File: src/hdl/ipc_pkg.sv
`timescale 1ns / 1ps
// ----------------------------------------------------------------------------
// ipc_pkg
// Shared constants and types of the iteration palette colorizer.
// ----------------------------------------------------------------------------
package ipc_pkg;

  localparam int IPC_PALETTE_DEPTH = 16;
  localparam int IPC_FRACTION_BITS = 16;

  localparam int ITER_W    = 16;
  localparam int SLOT_W    = 4;
  localparam int CHAN_W    = 8;
  localparam int RGB_W     = 3 * CHAN_W;
  localparam int SIZE_W    = 5;
  localparam int CFG_IDX_W = 1;

  localparam logic [ITER_W-1:0] MAX_ITER_RESET = 16'd256;

  typedef enum logic [0:0] {
    OP_COLOR = 1'b0,
    OP_LOAD  = 1'b1
  } op_e;

  typedef enum logic [CFG_IDX_W-1:0] {
    CFG_MAX_ITERATIONS = 1'b0,
    CFG_PALETTE_SIZE   = 1'b1
  } cfg_reg_e;

  typedef struct packed {
    op_e               op;
    logic              grey;
    logic [SLOT_W-1:0] slot;
    logic [RGB_W-1:0]  rgb;
  } tag_t;

endpackage

File: src/hdl/iteration_palette_colorizer.sv
`timescale 1ns / 1ps
// ----------------------------------------------------------------------------
// iteration_palette_colorizer
// Escape-count to RGB pixel mapper with a palette store and linear blending.
// ----------------------------------------------------------------------------
// Usage:
//   Input channel (in_valid_i / in_ready_o) carries one beat per item: a
//   colour item (operation_i = 0) yields one pixel beat on the output channel
//   (out_valid_o / out_ready_i); a load item writes one palette slot and
//   yields nothing. Registers max_iterations and palette_size are written
//   over cfg_we_i / cfg_index_i / cfg_data_i; the user must write them only
//   while the block is idle, which the block itself does not enforce.
//   Throughput is one item per cycle while in_ready_o is high. The
//   restoring divider resolves one quotient bit per pipeline stage.
//   Loads travel down the pipe and write the palette at the same stage
//   where colour items read it, so every item sees exactly the loads that
//   came before it.
//   Reset empties the pipe and restores the registers (limit 256, grey
//   scale); palette contents stay undefined until loaded.
//   When the receiver stalls, the pixel holds and earlier stages keep
//   filling their bubbles; in_ready_o drops only once the pipe is full.
// ----------------------------------------------------------------------------
module iteration_palette_colorizer #(
  parameter int PALETTE_DEPTH = ipc_pkg::IPC_PALETTE_DEPTH,
  parameter int FRACTION_BITS = ipc_pkg::IPC_FRACTION_BITS
) (
  input  logic                           clk_i,
  input  logic                           rst_ni,
  input  logic                           cfg_we_i,
  input  logic [ipc_pkg::CFG_IDX_W-1:0]  cfg_index_i,
  input  logic [ipc_pkg::ITER_W-1:0]     cfg_data_i,
  input  logic                           in_valid_i,
  output logic                           in_ready_o,
  input  logic                           operation_i,
  input  logic [ipc_pkg::ITER_W-1:0]     iterations_i,
  input  logic [ipc_pkg::SLOT_W-1:0]     entry_index_i,
  input  logic [ipc_pkg::CHAN_W-1:0]     entry_red_i,
  input  logic [ipc_pkg::CHAN_W-1:0]     entry_green_i,
  input  logic [ipc_pkg::CHAN_W-1:0]     entry_blue_i,
  output logic                           out_valid_o,
  input  logic                           out_ready_i,
  output logic [ipc_pkg::CHAN_W-1:0]     pixel_red_o,
  output logic [ipc_pkg::CHAN_W-1:0]     pixel_green_o,
  output logic [ipc_pkg::CHAN_W-1:0]     pixel_blue_o
);
  import ipc_pkg::*;

  localparam int IDXW = $clog2(PALETTE_DEPTH);
  localparam int QW   = (IDXW + FRACTION_BITS > CHAN_W) ? IDXW + FRACTION_BITS : CHAN_W;
  localparam int NW   = ITER_W + QW;
  localparam int SW   = (SIZE_W > IDXW + 1) ? SIZE_W : IDXW + 1;
  localparam int AW   = (SLOT_W > IDXW + 1) ? SLOT_W : IDXW + 1;
  localparam int PMW  = ITER_W + IDXW;
  localparam int PW   = CHAN_W + FRACTION_BITS + 2;
  localparam int NST  = QW + 5;
  localparam int ST_M = QW + 2;
  localparam int ST_P = QW + 3;
  localparam int ST_O = QW + 4;

  // configuration
  logic [ITER_W-1:0] max_iter_q;
  logic [SIZE_W-1:0] pal_size_q;
  logic [ITER_W-1:0] max_eff;
  logic [SW-1:0]     size_ext;
  logic [SW-1:0]     size_eff;
  logic [SW-1:0]     last_full;
  logic [IDXW-1:0]   last;
  logic              pal_off;

  always_ff @(posedge clk_i or negedge rst_ni) begin
    if (!rst_ni) begin
      max_iter_q <= MAX_ITER_RESET;
      pal_size_q <= '0;
    end else if (cfg_we_i) begin
      case (cfg_index_i)
        CFG_MAX_ITERATIONS: max_iter_q <= cfg_data_i;
        CFG_PALETTE_SIZE:   pal_size_q <= cfg_data_i[SIZE_W-1:0];
        default: ;
      endcase
    end
  end

  always_comb begin
    max_eff   = (max_iter_q == '0) ? ITER_W'(1) : max_iter_q;
    size_ext  = SW'(pal_size_q);
    size_eff  = (size_ext > SW'(PALETTE_DEPTH)) ? SW'(PALETTE_DEPTH) : size_ext;
    pal_off   = (size_eff == '0);
    last_full = size_eff - SW'(1);
    last      = last_full[IDXW-1:0];
  end

  // stall handling: a stage takes a beat when empty or when it moves on
  logic [NST-1:0] vld_q;
  logic [NST-1:0] vld_d;
  logic [NST-1:0] rdy;

  assign rdy[NST-1] = !vld_q[NST-1] || out_ready_i;
  for (genvar i = 0; i < NST - 1; i++) begin : g_rdy
    assign rdy[i] = !vld_q[i] || rdy[i+1];
  end
  assign in_ready_o = rdy[0];

  // stage A: saturate the count
  logic [ITER_W-1:0] it_sat;
  logic [ITER_W-1:0] a_it_d;
  tag_t              a_tag_d;
  logic [ITER_W-1:0] a_it_q;
  tag_t              a_tag_q;

  always_comb begin
    it_sat       = (iterations_i > max_eff) ? max_eff : iterations_i;
    a_it_d       = (!pal_off && it_sat == max_eff) ? '0 : it_sat;
    a_tag_d.op   = op_e'(operation_i);
    a_tag_d.grey = pal_off;
    a_tag_d.slot = entry_index_i;
    a_tag_d.rgb  = {entry_red_i, entry_green_i, entry_blue_i};
  end

  always_ff @(posedge clk_i) begin
    if (rdy[0]) begin
      a_it_q  <= a_it_d;
      a_tag_q <= a_tag_d;
    end
  end

  // stage B: form the dividend
  logic [ITER_W-1:0] dm;
  logic [PMW-1:0]    pm;
  logic [NW-1:0]     b_num_d;
  logic [NW-1:0]     b_num_q;
  tag_t              b_tag_q;

  always_comb begin
    dm = max_eff - a_it_q;
    pm = PMW'(a_it_q) * PMW'(last);
    // x * 255 as (x << 8) - x
    if (a_tag_q.grey) begin
      b_num_d = (NW'(dm) << CHAN_W) - NW'(dm);
    end else begin
      b_num_d = NW'(pm) << FRACTION_BITS;
    end
  end

  always_ff @(posedge clk_i) begin
    if (rdy[1]) begin
      b_num_q <= b_num_d;
      b_tag_q <= a_tag_q;
    end
  end

  // restoring divider, one quotient bit per stage
  logic [ITER_W-1:0] rem_src [QW];
  logic [QW-1:0]     qn_src  [QW];
  tag_t              tag_src [QW];
  logic [ITER_W-1:0] rem_q   [QW];
  logic [QW-1:0]     qn_q    [QW];
  tag_t              dt_q    [QW];

  for (genvar k = 0; k < QW; k++) begin : g_div
    logic [ITER_W:0]   trial;
    logic [ITER_W:0]   diff;
    logic              ge;
    logic [ITER_W-1:0] rem_d;
    logic [QW-1:0]     qn_d;

    if (k == 0) begin : g_first
      assign rem_src[k] = b_num_q[NW-1:QW];
      assign qn_src[k]  = b_num_q[QW-1:0];
      assign tag_src[k] = b_tag_q;
    end else begin : g_next
      assign rem_src[k] = rem_q[k-1];
      assign qn_src[k]  = qn_q[k-1];
      assign tag_src[k] = dt_q[k-1];
    end

    always_comb begin
      trial = {rem_src[k], qn_src[k][QW-1]};
      diff  = trial - {1'b0, max_eff};
      ge    = (trial >= {1'b0, max_eff});
      rem_d = ge ? diff[ITER_W-1:0] : trial[ITER_W-1:0];
      qn_d  = {qn_src[k][QW-2:0], ge};
    end

    always_ff @(posedge clk_i) begin
      if (rdy[k+2]) begin
        rem_q[k] <= rem_d;
        qn_q[k]  <= qn_d;
        dt_q[k]  <= tag_src[k];
      end
    end
  end

  // stage M: palette access
  logic [QW-1:0]            quo;
  tag_t                     m_tag;
  logic [IDXW-1:0]          idx_raw;
  logic [IDXW-1:0]          idx;
  logic [IDXW:0]            up_inc;
  logic [IDXW-1:0]          up;
  logic [AW-1:0]            slot_ext;
  logic                     slot_ok;
  logic [IDXW-1:0]          waddr;
  logic                     load_en;
  logic [RGB_W-1:0]         pal_mem [PALETTE_DEPTH];
  logic [RGB_W-1:0]         m_lo_q;
  logic [RGB_W-1:0]         m_hi_q;
  logic [FRACTION_BITS-1:0] m_frac_q;
  logic                     m_grey_q;
  logic [CHAN_W-1:0]        m_gval_q;

  always_comb begin
    quo      = qn_q[QW-1];
    m_tag    = dt_q[QW-1];
    idx_raw  = quo[FRACTION_BITS +: IDXW];
    idx      = (idx_raw > last) ? last : idx_raw;
    up_inc   = {1'b0, idx} + (IDXW+1)'(1);
    up       = (up_inc > {1'b0, last}) ? last : up_inc[IDXW-1:0];
    slot_ext = AW'(m_tag.slot);
    slot_ok  = (slot_ext < AW'(PALETTE_DEPTH));
    waddr    = slot_ext[IDXW-1:0];
    load_en  = rdy[ST_M] && vld_q[ST_M-1] && (m_tag.op == OP_LOAD) && slot_ok;
  end

  always_ff @(posedge clk_i) begin
    if (load_en) begin
      pal_mem[waddr] <= m_tag.rgb;
    end
  end

  always_ff @(posedge clk_i) begin
    if (rdy[ST_M]) begin
      m_lo_q   <= pal_mem[idx];
      m_hi_q   <= pal_mem[up];
      m_frac_q <= quo[FRACTION_BITS-1:0];
      m_grey_q <= m_tag.grey;
      m_gval_q <= quo[CHAN_W-1:0];
    end
  end

  // stage P: lo*(1-f) + hi*f computed as lo + (hi-lo)*f
  logic signed [CHAN_W:0] chan_diff [3];
  logic signed [PW-1:0]   prod_d    [3];
  logic signed [PW-1:0]   p_prod_q  [3];
  logic [RGB_W-1:0]       p_lo_q;
  logic                   p_grey_q;
  logic [CHAN_W-1:0]      p_gval_q;

  always_comb begin
    for (int c = 0; c < 3; c++) begin
      chan_diff[c] = $signed({1'b0, m_hi_q[c*CHAN_W +: CHAN_W]})
                   - $signed({1'b0, m_lo_q[c*CHAN_W +: CHAN_W]});
      prod_d[c]    = PW'(chan_diff[c]) * PW'($signed({1'b0, m_frac_q}));
    end
  end

  always_ff @(posedge clk_i) begin
    if (rdy[ST_P]) begin
      for (int c = 0; c < 3; c++) begin
        p_prod_q[c] <= prod_d[c];
      end
      p_lo_q   <= m_lo_q;
      p_grey_q <= m_grey_q;
      p_gval_q <= m_gval_q;
    end
  end

  // stage O: output register
  logic signed [PW-1:0] prod_sh [3];
  logic [RGB_W-1:0]     o_pix_d;
  logic [RGB_W-1:0]     o_pix_q;

  always_comb begin
    for (int c = 0; c < 3; c++) begin
      prod_sh[c] = p_prod_q[c] >>> FRACTION_BITS;
      if (p_grey_q) begin
        o_pix_d[c*CHAN_W +: CHAN_W] = p_gval_q;
      end else begin
        o_pix_d[c*CHAN_W +: CHAN_W] = p_lo_q[c*CHAN_W +: CHAN_W] + prod_sh[c][CHAN_W-1:0];
      end
    end
  end

  always_ff @(posedge clk_i) begin
    if (rdy[ST_O]) begin
      o_pix_q <= o_pix_d;
    end
  end

  // valid bits; loads retire at the palette stage
  always_comb begin
    vld_d[0] = in_valid_i;
    for (int i = 1; i < NST; i++) begin
      vld_d[i] = vld_q[i-1];
    end
    vld_d[ST_M] = vld_q[ST_M-1] && (m_tag.op == OP_COLOR);
  end

  always_ff @(posedge clk_i or negedge rst_ni) begin
    if (!rst_ni) begin
      vld_q <= '0;
    end else begin
      for (int i = 0; i < NST; i++) begin
        if (rdy[i]) begin
          vld_q[i] <= vld_d[i];
        end
      end
    end
  end

  assign out_valid_o   = vld_q[ST_O];
  assign pixel_red_o   = o_pix_q[2*CHAN_W +: CHAN_W];
  assign pixel_green_o = o_pix_q[CHAN_W +: CHAN_W];
  assign pixel_blue_o  = o_pix_q[0 +: CHAN_W];

endmodule

File: config.mk
export PLATFORM = sky130hd
export DESIGN_NAME = iteration_palette_colorizer
export DESIGN_NICKNAME = d
export VERILOG_FILES = /design/src/hdl/ipc_pkg.sv /design/src/hdl/iteration_palette_colorizer.sv
export SDC_FILE = /design/constraint.sdc
export NUM_CORES = 2
export LEC_CHECK = 0
export BUFFER_PORTS_ARGS = -buffer_cell sky130_fd_sc_hd__buf_2
export CELL_PAD_IN_SITES_DETAIL_PLACEMENT = 0
export CELL_PAD_IN_SITES_GLOBAL_PLACEMENT = 2
export CORE_MARGIN = 2
export CORE_UTILIZATION = 42
export DETAILED_ROUTE_END_ITERATION = 16
export PLACE_DENSITY_LB_ADDON = 0.1
export SLEW_MARGIN = 20
export SYNTH_ARGS = -nofsm -noshare
export SYNTH_HDL_FRONTEND = slang
export SYNTH_SLANG_ARGS = --single-unit
export TNS_END_PERCENT = 10
File: constraint.sdc
create_clock -name clk_i -period 8.9 [get_ports clk_i]
set_clock_uncertainty 0.05 [all_clocks]
set_input_delay 0.445 -clock clk_i [delete_from_list [all_inputs] [get_ports clk_i]]
set_output_delay 0.445 -clock clk_i [all_outputs]
set_load 0.01 [all_outputs]
Yosys cells after proc, flatten, opt, wreduce, memory -nomap -nowiden
Memories as Yosys holds them, arrays and structs flattened. A register that Yosys moved wholly into a read port is not among the register bits.
Index checks and enable logic that the tools add are counted.

storage, ports and cells
  flip-flop bits (word level) = 240
  RAM bits = 1782
  logic and storage cells = 243
  memories kept = 5

cells by class
  $add $sub $neg = 30
  $mul = 4
  order comparisons = 24
  eq/ne operators = 1
  muxes and demuxes = 73
  bitwise operators = 2
  reductions and logical operators = 59

memories
  name      words  width  read ports  clocked after Yosys merged registers in  write ports  line                                source
  dt_q      20     30     20          0                                        20           iteration_palette_colorizer.sv:157  tag_t dt_q [QW];
  qn_q      20     20     20          0                                        20           iteration_palette_colorizer.sv:156  logic [QW-1:0] qn_q [QW];
  pal_mem   16     24     2           2                                        1            iteration_palette_colorizer.sv:204  logic [RGB_W-1:0] pal_mem [PALETTE_DEPTH];
  rem_q     20     16     19          0                                        20           iteration_palette_colorizer.sv:155  logic [ITER_W-1:0] rem_q [QW];
  p_prod_q  3      26     3           0                                        3            iteration_palette_colorizer.sv:243  logic signed [PW-1:0] p_prod_q [3];

operator list
  cell                 number
  $mux 16              22
  $ge 17x16->1         20
  $sub 16x16->16       21
  $mul 9x17->26        3
  $mux 1               44
  $mux 36              1
  $sub 8x8->9          3
  $logic_not 1->1      26
  $logic_or 1x1->1     25
  $sub 24x16->25       1
  $add 8x8->8          3
  $mux 8               3
  $mul 16x4->20        1
  $eq 16x16->1         1
  $gt 16x16->1         1
  $logic_not 16->1     1
  $mux 4               2
  $add 4x1->5 const B  1
  $gt 5x4->1           1
  $gt 5x5->1 const B   1
  $logic_not 5->1      1
  $mux 5               1
  $gt 4x4->1           1
  $logic_and 1x1->1    4
  3 further kinds      5

Longest topological paths before layout
  depth in word-level cells = 26
  depth in mapped cells = 32
  depth with buffers taken out = 32

Worst setup path after synthesis
Ideal clock, no wire load.

  path kind = input-to-reg
  start = in out_ready_i
  end = reg a_it_q[0], enable pin
  library setup time = 592 ps
  data arrival time = 8983 ps
  setup slack = -725 ps
  stages on the path = 10
  buffers on the path = 0
  cell sequence = nor2b_1 > nand2_1 > nor2_1 > nand2_1 > nor3_1 > nand2_1 > nor2_1 > nand3_1 > nor2_1 > nand2_1

between the ends
  longest elaborated chain between the ends = 25

RTL lines
  item                             line                                source
  from (decl)                      iteration_palette_colorizer.sv:41   input logic out_ready_i,
  $logic_or 1x1->1                 iteration_palette_colorizer.sv:97   assign rdy[NST-1] = !vld_q[NST-1] || out_ready_i;
  $logic_or 1x1->1                 iteration_palette_colorizer.sv:99   assign rdy[i] = !vld_q[i] || rdy[i+1];
  via rdy[23]                      iteration_palette_colorizer.sv:95   logic [NST-1:0] rdy;
  $logic_or 1x1->1 (4 in series)   iteration_palette_colorizer.sv:99
  via rdy[19]                      iteration_palette_colorizer.sv:95
  $logic_or 1x1->1 (13 in series)  iteration_palette_colorizer.sv:99
  via rdy[6]                       iteration_palette_colorizer.sv:95
  $logic_or 1x1->1 (4 in series)   iteration_palette_colorizer.sv:99
  via rdy[2]                       iteration_palette_colorizer.sv:95
  $logic_or 1x1->1 (2 in series)   iteration_palette_colorizer.sv:99
  via in_ready_o                   iteration_palette_colorizer.sv:33   output logic in_ready_o,
  to (signal assigned)             iteration_palette_colorizer.sv:121  a_it_q <= a_it_d;
  to (decl)                        iteration_palette_colorizer.sv:107  logic [ITER_W-1:0] a_it_q;

The timed path passes the listed nets, and every way through them passes these cells.
A chain may end at the register's enable or synchronous reset.

==> flow_summary.json <==
{
  "vias_in_the_first_global_route": 63400,
  "async_flop_share": 0.0231,
  "rows": 181,
  "met3_global_route_usage": 0.0316,
  "worst_slew_pin_tran_ns": 1.09,
  "synth-simple-area-share": 0.105,
  "timing.critical_path.required_ns": 9.36,
  "crit_path_top_delay_cell": "fa_1",
  "number_of_nets_in_the_synthesized_netlist": 8853,
  "dp_hpwl_mm": 177,
  "cp-end-kind": "flop",
  "worst_min_delay_path_category": "in -> reg",
  "fin_area_sq_um": 116000,
  "max-slew-margin-rel": 0.269,
  "ys_seq_elements": 1992,
  "cts_htree_levels": 4,
  "final_cell_mix": "1,946 x edfxtp_1, 858 x nand2_1, 607 x ha_1, 460 x inv_1, 450 x a21oi_1",
  "synth-edff-count": 1946,
  "outcome": "completed",
  "critical-path-max-stage-delay_ns": 0.55,
  "gp_congestion": 0.823,
  "buffer_ports.inserted": 92,
  "worst_skew_pair.late_latency_ns": 0.89,
  "post_synth_mux_area_share": 0.0384,
  "globalRoute.totalOverflow": 0,
  "xor_xnor_cell_area_share_of_the_yosys_netlist": 0.0298,
  "number_of_warning_messages_in_the_yosys_log": 0,
  "cts_setup_buffers": 0,
  "cts.path.max_buffers": 3,
  "syn_to_final_growth_pct": 12.9,
  "cts_tree": "done",
  "adder_cell_area_share_of_the_yosys_netlist": 0.141,
  "synth-compound-area-share": 0.0784,
  "num_io_pins": 93,
  "timing.critical_path.arrival_ns": 8.27,
  "sequential_to_total_area_share_from_yosys_stat": 0.579,
  "core_ar_sq_um": 243000,
  "drt_iter0_drc": 4112,
  "synth_largest_type_area_fraction": 0.567,
  "drv_slew": 0,
  "drive_above_1_share": 0.116,
  "fin_crit_ns": 7.81,
  "drt_pass_1_iters": 7,
  "synth_top_family_by_area": "adder cells",
  "syn-instance-count": 7831,
  "dieWidth_um": 499,
  "cap_viol_max_count": 0,
  "final_common_cell": "edfxtp_1",
  "synth.area.top_cells": "edfxtp_1 57%, ha_1 7.4%, fa_1 6.8%",
  "crit_fanout": 4,
  "maximum_number_of_pins_on_one_net_before_global_route_repair": 146,
  "route.final.wire_length_mm": 263,
  "gr-usage-met1": 0.283,
  "netlist.top_cell.by_area": "edfxtp_1",
  "fp.dieArea_sq_um": 249000,
  "track_usage": 0.211,
  "remaining_drc_errors": 0,
  "yosys.cell_types.count": 98,
  "grt_setup_unrepaired": "false",
  "timing.final.crit_share": 0.878,
  "synth_area_per_cell_sq_um": 13.2,
  "crit_path_start_kind": "flop",
  "grtUsageMet2": 0.360,
  "grt_most_used_layer": "met2",
  "ant_nets": 0,
  "clock_transition_at_path_regs_ns": 0.06,
  "vias": 61800,
  "antenna_found_initial": 6,
  "floorplan.initialDensity": 0.423,
  "final_hold_viol_count": 0,
  "final_net_count": 9143,
  "synth_ff_type": "edfxtp_1",
  "synth_area_sq_um": 103000,
  "cts-resized-gates": 0,
  "grt_pass1_wl_mm": 398,
  "path_class": "reg -> reg",
  "detail_route.vias_per_cell": 5.37,
  "cp_common_cell": "fa_1",
  "fin_tns_setup_ns": 0,
  "wl_per_cell_um": 22.8,
  "clock_root_cell": "clkbuf_16",
  "setup-violations-final": 0,
  "die_y_um": 499,
  "placement.cell_area_sq_um": 108000,
  "cts.sinks": 1992,
  "cts-buffers-inserted": 210,
  "fmax_mhz": 128
}
==> through the flow <==
| stage | setup slack [ns] | hold slack (ns) | instances | utilization |
|---|---|---|---|---|
| after floorplan | 0.0566 | 0.0994 | 7831 | - |
| after global placement | 1.00 | 0.351 | 11000 | 0.443 |
| after detailed placement | 1.12 | 0.355 | 11000 | 0.443 |
| after CTS | 1.08 | 0.00817 | 11500 | 0.477 |
| after global routing | 0.607 | 0.0573 | 11500 | 0.478 |
| final | 1.09 | 0.0712 | 11500 | 0.478 |
==> final cells by class <==
type                       count  area (sq um)
antenna                        2          5.00
timing repair buffer         348          2700
clock buffer                 240          5370
clock inverter               155          2040
multi-input combinational   5099         40800
inverter                     470          1770
sequential                  1992         59600
fill                       21500        127000
tap                         3202          4010
==> state kept, by name, indices dropped and copies added, names as in the netlist, 5 cells and up <==
name	count
rem_q	304
a_it_q	16
m_lo_q	24
dt_q	600
p_prod_q	24
m_frac_q	16
a_tag_q	30
p_gval_q	8
o_pix_q	24
qn_q	400
m_hi_q	24
pal_size_q	5
b_num_q	36
p_lo_q	24
max_iter_q	16
b_tag_q	30
pal_mem	384
vld_q	25
==> worst paths after layout <==
check	slack [ns]	from	cells after the start	endpoint
setup / recovery	1.09	m_hi_q[16]$_DFFE_PP_	30	p_prod_q[0][73]$_DFFE_PP_
hold / removal	0.07	cfg_we_i	3	max_iter_q[4]$_DFFE_PN0P_
setup reg to reg	1.09	m_hi_q[16]$_DFFE_PP_	30	p_prod_q[0][73]$_DFFE_PP_
hold reg to reg	0.33	qn_q[0][37]$_DFFE_PP_	0	qn_q[0][58]$_DFFE_PP_
max in group asynchronous	7.97	rst_ni	3	vld_q[1]$_DFFE_PN0P_
min in group asynchronous	0.21	rst_ni	3	max_iter_q[9]$_DFFE_PN0P_
==> critical path, delay by kind of cell (launching register included) <==
kind | cells | cell delay (ns)
adder cells (fa/ha/maj) | 8 | 3.28
AO/OA/AOI/OAI | 11 | 1.96
AND/OR/NAND/NOR | 7 | 1.48
flip-flops | 1 | 0.46
buffers and inverters | 4 | 0.25
==> per-layer routing <==
layer  wire length [um]  share of wire  vias up
met1             116000           0.44    30800
met2             129000           0.49     1394
li1                   -              -    29200
met4               5740          0.022        4
met3              12400          0.047      318
met5                 25       0.000095        -
==> cell usage after synthesis, types with 19 or more instances <==
cell type and count:
fa_1 348, a221oi_2 21, mux2_2 219, xnor2_1 257
a31oi_1 33, nor4_1 51, nor3_1 122, a32oi_1 72
o21ai_0 112, xor2_1 91, nor2_1 342, buf_2 75
or2_2 25, a311o_1 24, nor2b_1 80, o21bai_1 19
nand2b_1 125, a21oi_1 451, a221oi_1 32, o21a_1 87
a211oi_1 37, o31a_1 21, nand3_1 143, nand4_1 99
clkbuf_1 165, dfrtp_1 45, and3_1 63, a31o_2 26
edfxtp_1 1946, inv_1 468, a311oi_1 24, mux2i_1 126
and2_1 236, nand2_1 866, ha_1 607, a21o_1 87
o21ai_1 51
==> logic make-up (layout without fill, tap and decap cells) <==
kind of cell / after synthesis / in the layout
adder cells (fa/ha/maj): 955 / 955
AND/OR/NAND/NOR: 2231 / 2231
AO/OA/AOI/OAI: 1200 / 1200
buffers and inverters: 740 / 1213
other: 0 / 2
flip-flops: 1992 / 1992
multiplexers: 364 / 364
XOR/XNOR: 349 / 349
==> repair_timing <==
| action | CTS | global route |
|---|---|---|
| hold buffers | 86 | 1 |
| endpoints found under the hold margin | 112 | 1 |
| endpoints found under the setup margin | 0 | 0 |
Power is not shown: default switching activity piles up to over one toggle a cycle in this logic, so the estimate is an artifact.
